## config.mk

```make
export PLATFORM = sky130hd
export DESIGN_NAME = rgbwf_lane
export DESIGN_NICKNAME = d
export VERILOG_FILES = /design/src/sv/rgbwf_pkg.sv /design/src/sv/rgbwf_lane.sv
export SDC_FILE = /design/constraint.sdc
export NUM_CORES = 1
export LEC_CHECK = 0
export ABC_AREA = 0
export BUFFER_PORTS_ARGS = -buffer_cell sky130_fd_sc_hd__buf_2
export CORE_MARGIN = 10
export CORE_UTILIZATION = 56
export DETAILED_ROUTE_END_ITERATION = 16
export PLACE_DENSITY = 0.88
export SYNTH_ARGS = -nofsm -noshare
export SYNTH_HDL_FRONTEND = slang
export SYNTH_SLANG_ARGS = --single-unit
```

## constraint.sdc

```tcl
create_clock -name clock -period 7.3 [get_ports clock]
set_input_delay 1.46 -clock clock [delete_from_list [all_inputs] [get_ports clock]]
set_output_delay 1.46 -clock clock [all_outputs]
set_load 0.02 [all_outputs]
```

## src/sv/rgbwf_pkg.sv

```systemverilog
// ----------------------------------------------------------------------------
// RGBW pixel fade package
// Types, widths and defaults shared by the fade engine and its step lanes.
// ----------------------------------------------------------------------------
package rgbwf_pkg;

   localparam int IDX_W      = 7;
   localparam int CH_W       = 8;
   localparam int DIFF_W     = CH_W + 1;
   localparam int FACTOR_W   = 6;
   localparam int PROD_W     = FACTOR_W + 1 + DIFF_W;
   localparam int DIV_IN_W   = 14;
   localparam int RECIP_W    = DIV_IN_W + 1;
   localparam int PIXELS_DEF = 128;
   localparam int STEPS_DEF  = 37;

   typedef enum logic [1:0] {
      OP_WRITE = 2'd0,
      OP_START = 2'd1,
      OP_TICK  = 2'd2,
      OP_READ  = 2'd3
   } opcode_type;

   typedef logic [3:0][CH_W-1:0]   rgbw_type;
   typedef logic [3:0][DIFF_W-1:0] diff4_type;

   typedef struct packed {
      rgbw_type  cur;
      rgbw_type  snap;
      diff4_type diff;
   } pixel_state_type;

   typedef struct packed {
      logic                load;
      logic [FACTOR_W-1:0] factor;
   } step_ctrl_type;

endpackage

```

## src/sv/rgbwf_lane.sv

```systemverilog
// ----------------------------------------------------------------------------
// RGBW fade step lane
// One channel: difference, factor product, exact divide by STEPS through a
// reciprocal multiply, and the new current value. Two register stages.
// ----------------------------------------------------------------------------
module rgbwf_lane
   import rgbwf_pkg::*;
#(
   parameter int STEPS = STEPS_DEF
) (
   input  logic                     clock,
   input  step_ctrl_type            ctrl,
   input  logic [CH_W-1:0]          cur_in,
   input  logic [CH_W-1:0]          tgt_in,
   input  logic [CH_W-1:0]          snap_in,
   input  logic signed [DIFF_W-1:0] diff_in,
   output logic [CH_W-1:0]          cur_out,
   output logic [CH_W-1:0]          snap_out,
   output logic signed [DIFF_W-1:0] diff_out
);

   localparam int RecipShift = DIV_IN_W + $clog2(STEPS);
   localparam longint unsigned RecipFull =
      ((64'd1 << RecipShift) + 64'(STEPS) - 64'd1) / 64'(STEPS);
   localparam logic [RECIP_W-1:0] RecipMul = RECIP_W'(RecipFull);
   localparam int ScaledW = DIV_IN_W + RECIP_W;

   logic signed [DIFF_W-1:0] diff_sel;
   logic [CH_W-1:0]          snap_sel;
   logic signed [PROD_W-1:0] prod_in;
   logic [PROD_W-1:0]        mag_full;
   logic [ScaledW-1:0]       scaled_in;
   logic [CH_W-1:0]          quot;

   logic signed [PROD_W-1:0] prod_s1_ff;
   logic signed [DIFF_W-1:0] diff_s1_ff;
   logic [CH_W-1:0]          snap_s1_ff;
   logic [ScaledW-1:0]       scaled_s2_ff;
   logic                     neg_s2_ff;
   logic signed [DIFF_W-1:0] diff_s2_ff;
   logic [CH_W-1:0]          snap_s2_ff;

   always_comb begin
      if (ctrl.load) begin
         diff_sel = $signed({1'b0, cur_in}) - $signed({1'b0, tgt_in});
         snap_sel = tgt_in;
      end else begin
         diff_sel = diff_in;
         snap_sel = snap_in;
      end
      prod_in = $signed({1'b0, ctrl.factor}) * diff_sel;
   end

   always_comb begin
      mag_full  = prod_s1_ff[PROD_W-1] ? PROD_W'(-prod_s1_ff) : PROD_W'(prod_s1_ff);
      scaled_in = ScaledW'(mag_full[DIV_IN_W-1:0]) * ScaledW'(RecipMul);
   end

   always_ff @(posedge clock) begin
      prod_s1_ff   <= prod_in;
      diff_s1_ff   <= diff_sel;
      snap_s1_ff   <= snap_sel;
      scaled_s2_ff <= scaled_in;
      neg_s2_ff    <= prod_s1_ff[PROD_W-1];
      diff_s2_ff   <= diff_s1_ff;
      snap_s2_ff   <= snap_s1_ff;
   end

   assign quot     = CH_W'(scaled_s2_ff >> RecipShift);
   assign cur_out  = neg_s2_ff ? (snap_s2_ff - quot) : (snap_s2_ff + quot);
   assign snap_out = snap_s2_ff;
   assign diff_out = diff_s2_ff;

endmodule

```

; Word level (Yosys, flattened, before mapping)
; Cells that the tools add are included.
; W data, S select, Z words.
[totals]
regBits = 77
output_inout_bits = 25
word_cells = 17
[classes]
n_addsub = 4
multipliers = 2
n_mux = 4
[op_table]
columns = op, count
row1 = $mul A14 B13 Y26 const B, 1
row2 = $mul A7 B9 Y16, 1
row3 = $mux W8, 2
row4 = $mux W14, 1
row5 = $neg A14 Y14, 1
row6 = $mux W9, 1
row7 = $sub A8 B8 Y9, 1
row8 = $add A8 B8 Y8, 1
row9 = $sub A8 B8 Y8, 1

; Logic depth before layout (Yosys ltp)
[depth]
word_depth = 3
depth_mapped = 26
ltp_nobuf = 26

; Least setup slack after synthesis
; Ideal clock, no wire load.
[synth_path]
path_kind = input -> register
start = input port cur_in[0]
end = register prod_s1_ff[15]
arrival_time_ns = 6.783
slack_ns = 0.383
stages = 25
n_path_buf = 0
cell_sequence = inv_1 -> ha_1 -> inv_1 -> fa_1 -> a211oi_1 -> o21bai_1 -> nand3_1 -> a21boi_0 -> o31ai_1 -> and2_1 -> inv_1 -> fa_1 -> fa_1 -> inv_1 -> fa_1 -> inv_1 -> fa_1 -> inv_1 -> ha_1 -> a21o_1 -> a21o_1 -> a21oi_1 -> o21ai_0 -> xnor2_1 -> xnor2_1
[synth_via]
elab_chain_cells = 3
[synth_rtl]
columns = item, line_no
row1 = start: declaration, rgbwf_lane.sv:13  ; input logic [CH_W-1:0] cur_in,
row2 = $sub A8 B8 Y9, rgbwf_lane.sv:45  ; diff_sel = $signed({1'b0, cur_in}) - $signed({1'b0, tgt_in});
row3 = $mux W9, rgbwf_lane.sv:44  ; if (ctrl.load) begin
row4 = named net diff_sel[8], rgbwf_lane.sv:28  ; logic signed [DIFF_W-1:0] diff_sel;
row5 = $mul A7 B9 Y16, rgbwf_lane.sv:51  ; prod_in = $signed({1'b0, ctrl.factor}) * diff_sel;
row6 = named net prod_in[15], rgbwf_lane.sv:30  ; logic signed [PROD_W-1:0] prod_in;
row7 = end signal: assignment, rgbwf_lane.sv:60  ; prod_s1_ff <= prod_in;
row8 = end: declaration, rgbwf_lane.sv:35  ; logic signed [PROD_W-1:0] prod_s1_ff;
; The timed path passes the listed nets, and every way through them passes these cells.

; Final worst setup path
[layout_path]
start = register prod_s1_ff[3]
end = register scaled_s2_ff[23]
[layout_via]
elab_chain_cells = 3
[layout_rtl]
columns = item, line_no
row1 = $neg A14 Y14, rgbwf_lane.sv:55  ; mag_full = prod_s1_ff[PROD_W-1] ? PROD_W'(-prod_s1_ff) : PROD_W'(prod_s1_ff);
row2 = $mux W14 *, rgbwf_lane.sv:55
row3 = $mul A14 B13 Y26 *, rgbwf_lane.sv:56  ; scaled_in = ScaledW'(mag_full[DIV_IN_W-1:0]) * ScaledW'(RecipMul);
row4 = named net scaled_in[23], rgbwf_lane.sv:32  ; logic [ScaledW-1:0] scaled_in;
row5 = end signal: assignment, rgbwf_lane.sv:63  ; scaled_s2_ff <= scaled_in;
row6 = end: declaration, rgbwf_lane.sv:38  ; logic [ScaledW-1:0] scaled_s2_ff;
; Mark *: on every way through the listed nets, which the timed path passes. The rest lies on a longest branch.

==> results.sh <==
export IMPL_clockBufferDepth=2
export IMPL_syn2layout_area_growth_pct=12.3
export IMPL_tritoncts="built"
export IMPL_status="complete, no violations"
export IMPL_period_share=0.950
export IMPL_drt_iter0_drc=226
export IMPL_dieArea_um2=19200
export IMPL_cts_resized_gates=0
export IMPL_tightest_slew_ns=0.864
export IMPL_diodes=0
export IMPL_ant_nets=0
export IMPL_clock_latency_ns=0.33
export IMPL_finalSetupViolCount=0
export IMPL_grt_max_degree=18
export IMPL_async_flop_share=0
export IMPL_crit_fanout=5
export IMPL_dieHeight_um=139
export IMPL_pin_count=66
export IMPL_seq_area_frac_synth=0.148
export IMPL_r2r_cells=23
export IMPL_place_hpwl_um=14200
export IMPL_initial_core_util=0.569
export IMPL_cts_reportedPaths_clkPinSlew_ns=0.06
export IMPL_cts_max_level=3
export IMPL_ys_ff_latch=58
export IMPL_crit_type="reg2reg"
export IMPL_core_area_um2=13800
export IMPL_drtPass1Iterations=4
export IMPL_r2r_end="scaled_s2_ff[23]"
export IMPL_drcViolationCount=0
export IMPL_wirelength_um=17100
export IMPL_fill_cells=997
export IMPL_grt_pass1_vias=6394
export IMPL_die_x_um=139
export IMPL_required_ns=7.51
export IMPL_rsz0062_at_grt="false"
export IMPL_multiInputGateArea_um2=5900
export IMPL_ys_types=62
export IMPL_crit_path_end_kind="register"
export IMPL_syn_avg_cell_area_um2=9.63
export IMPL_root_buffer="clkbuf_16"
export IMPL_syn_area_um2=7860
export IMPL_hold_class="reg2reg"
export IMPL_crit_end="scaled_s2_ff[23]"
export IMPL_rrSetupSlack_ns=0.36
export IMPL_hold_viol=0
export IMPL_viasPerCell=5.23
export IMPL_yosysWarningCount=0
export IMPL_cp_start_kind="register"
export IMPL_cts_sinks=58
export IMPL_io_buffers=65
export IMPL_track_usage=0.178
export IMPL_cap_violations=0
export IMPL_nets=1172
export IMPL_rr_startpoint="prod_s1_ff[3]"
export IMPL_synth_main_ff_cell="dfxtp_1"
export IMPL_grt_pass1_wl_um=29000
export IMPL_placementRows=43
export IMPL_synth_nets=1091
export IMPL_grt_remaining_overflow=0
export IMPL_drive_above_1_share=0.128
export IMPL_crit_start="prod_s1_ff[3]"
export IMPL_skew_ns=0.00818
export IMPL_avgRoutedWirePerCell_um=15.8
export IMPL_final_cell_mix="inv_1, ha_1, fa_1"
export IMPL_regArea_um2=1160
export IMPL_setup_tns_final_ns=0
export IMPL_slew_headroom=0.418
export IMPL_antenna_found_initial=0
export IMPL_cts_setup_buffers=0
export IMPL_place_congestion=0.887
export IMPL_slew_violations=0
export IMPL_cts_buffers=9
export IMPL_max_freq_mhz=144
export IMPL_synth_edf_count=0
export IMPL_vias=5667
export IMPL_crit_arrival_ns=7.15
export IMPL_final_common_cell="inv_1"
export IMPL_period_minus_slack_ns=6.94
export IMPL_synth_cells=817
export IMPL_hold_buffers=0
kinds of logic after synthesis:
group | count (synthesis) | share of synthesized area
muxes | 11 | 0.0153
and+or+nand+nor | 144 | 0.100
AOI/OAI and AO/OA | 93 | 0.0848
DFF | 58 | 0.148
xor gates and xnor gates | 59 | 0.0700
buffers and inverters | 218 | 0.105
adders and majority gates | 234 | 0.477
final cells by class:
| type | count | share of cell area |
|---|---|---|
| clock buffers | 9 | 0.0255 |
| clock inverters | 7 | 0.0142 |
| inverters | 214 | 0.0910 |
| multi-input cells | 541 | 0.668 |
| flip-flops and latches | 58 | 0.132 |
| well taps | 180 | 0.0255 |
| repair buffers | 74 | 0.0445 |
per-layer routing:
metal	track usage	part of all wire	routed length, um
met5	0	0	0
met4	0.0583	0.026	443
met3	0.0223	0.023	398
met2	0.339	0.54	9280
met1	0.198	0.41	7000
registers in the layout, indices dropped and copies added (netlist names):
name          flops
snap_out          8
diff_out          9
prod_s1_ff       15
diff_s1_ff        9
scaled_s2_ff      8
neg_s2_ff         1
snap_s1_ff        8
stage by stage:
step                      hold WS (ns)  cell area, um2  setup slack, ns   util  instances
after floorplan                  0.310            7860            0.383      -        817
after global placement           0.310            8460            0.214  0.612       1067
after detailed placement         0.313            8460           0.0273  0.612       1067
after CTS                        0.329            8810            0.105  0.637       1083
after global routing             0.327            8830           0.0499  0.638       1083
final                            0.328            8830            0.362  0.638       1083
cells in the mapped netlist (2+ instances only):
library cell	instances	area (um2)
a211oi_1	3	22.5
a21boi_0	2	15.0
a21o_1	11	82.6
a21oi_1	24	120
a31oi_1	4	25.0
and2_1	17	106
and3_1	3	18.8
dfxtp_1	58	1160
fa_1	110	2200
ha_1	123	1540
inv_1	212	796
mux2_2	8	90.1
mux2i_1	3	30.0
nand2_1	38	143
nand2b_1	5	31.3
nand3_1	4	20.0
nand3b_1	3	22.5
nand4_1	2	12.5
nor2_1	17	63.8
nor2b_1	29	181
nor3_1	10	50.1
nor3b_1	4	30.0
o211ai_1	3	22.5
o21a_1	7	52.6
o21ai_0	14	70.1
o21ai_1	2	10.0
o21bai_1	6	45.0
o31a_1	2	17.5
o31ai_1	2	15.0
o31ai_4	3	63.8
or3_1	2	12.5
xnor2_1	46	403
xnor2_2	2	32.5
xor2_1	10	87.6
critical path, cell delays in order, from the launching register on:
cell and delay [ns]:
dfxtp_1 0.33, or3_4 0.43, nor2_4 0.11, nand3_2 0.09
or4_4 0.47, o31ai_4 0.19, xnor2_1 0.32, inv_1 0.32
fa_1 0.56, fa_1 0.50, inv_1 0.06, fa_1 0.51
fa_1 0.57, inv_1 0.06, fa_1 0.54, inv_1 0.05
ha_1 0.28, a2111oi_2 0.45, nand3b_1 0.16, nor3_1 0.15
nor3b_1 0.11, a21oi_1 0.26, o21bai_1 0.13, xor2_1 0.15
how the worst min path moves through the flow:
stage                  startpoint          end  cells past startpoint
global placement    diff_s1_ff[7]  diff_out[7]                      0
detailed placement  diff_s1_ff[2]  diff_out[2]                      0
finish              diff_s1_ff[7]  diff_out[7]                      0
CTS                 diff_s1_ff[7]  diff_out[7]                      0
floorplan           diff_s1_ff[0]  diff_out[0]                      0
global route        diff_s1_ff[4]  diff_out[4]                      0
Power is not shown: default switching activity piles up to over one toggle a cycle in this logic, so the estimate is an artifact.
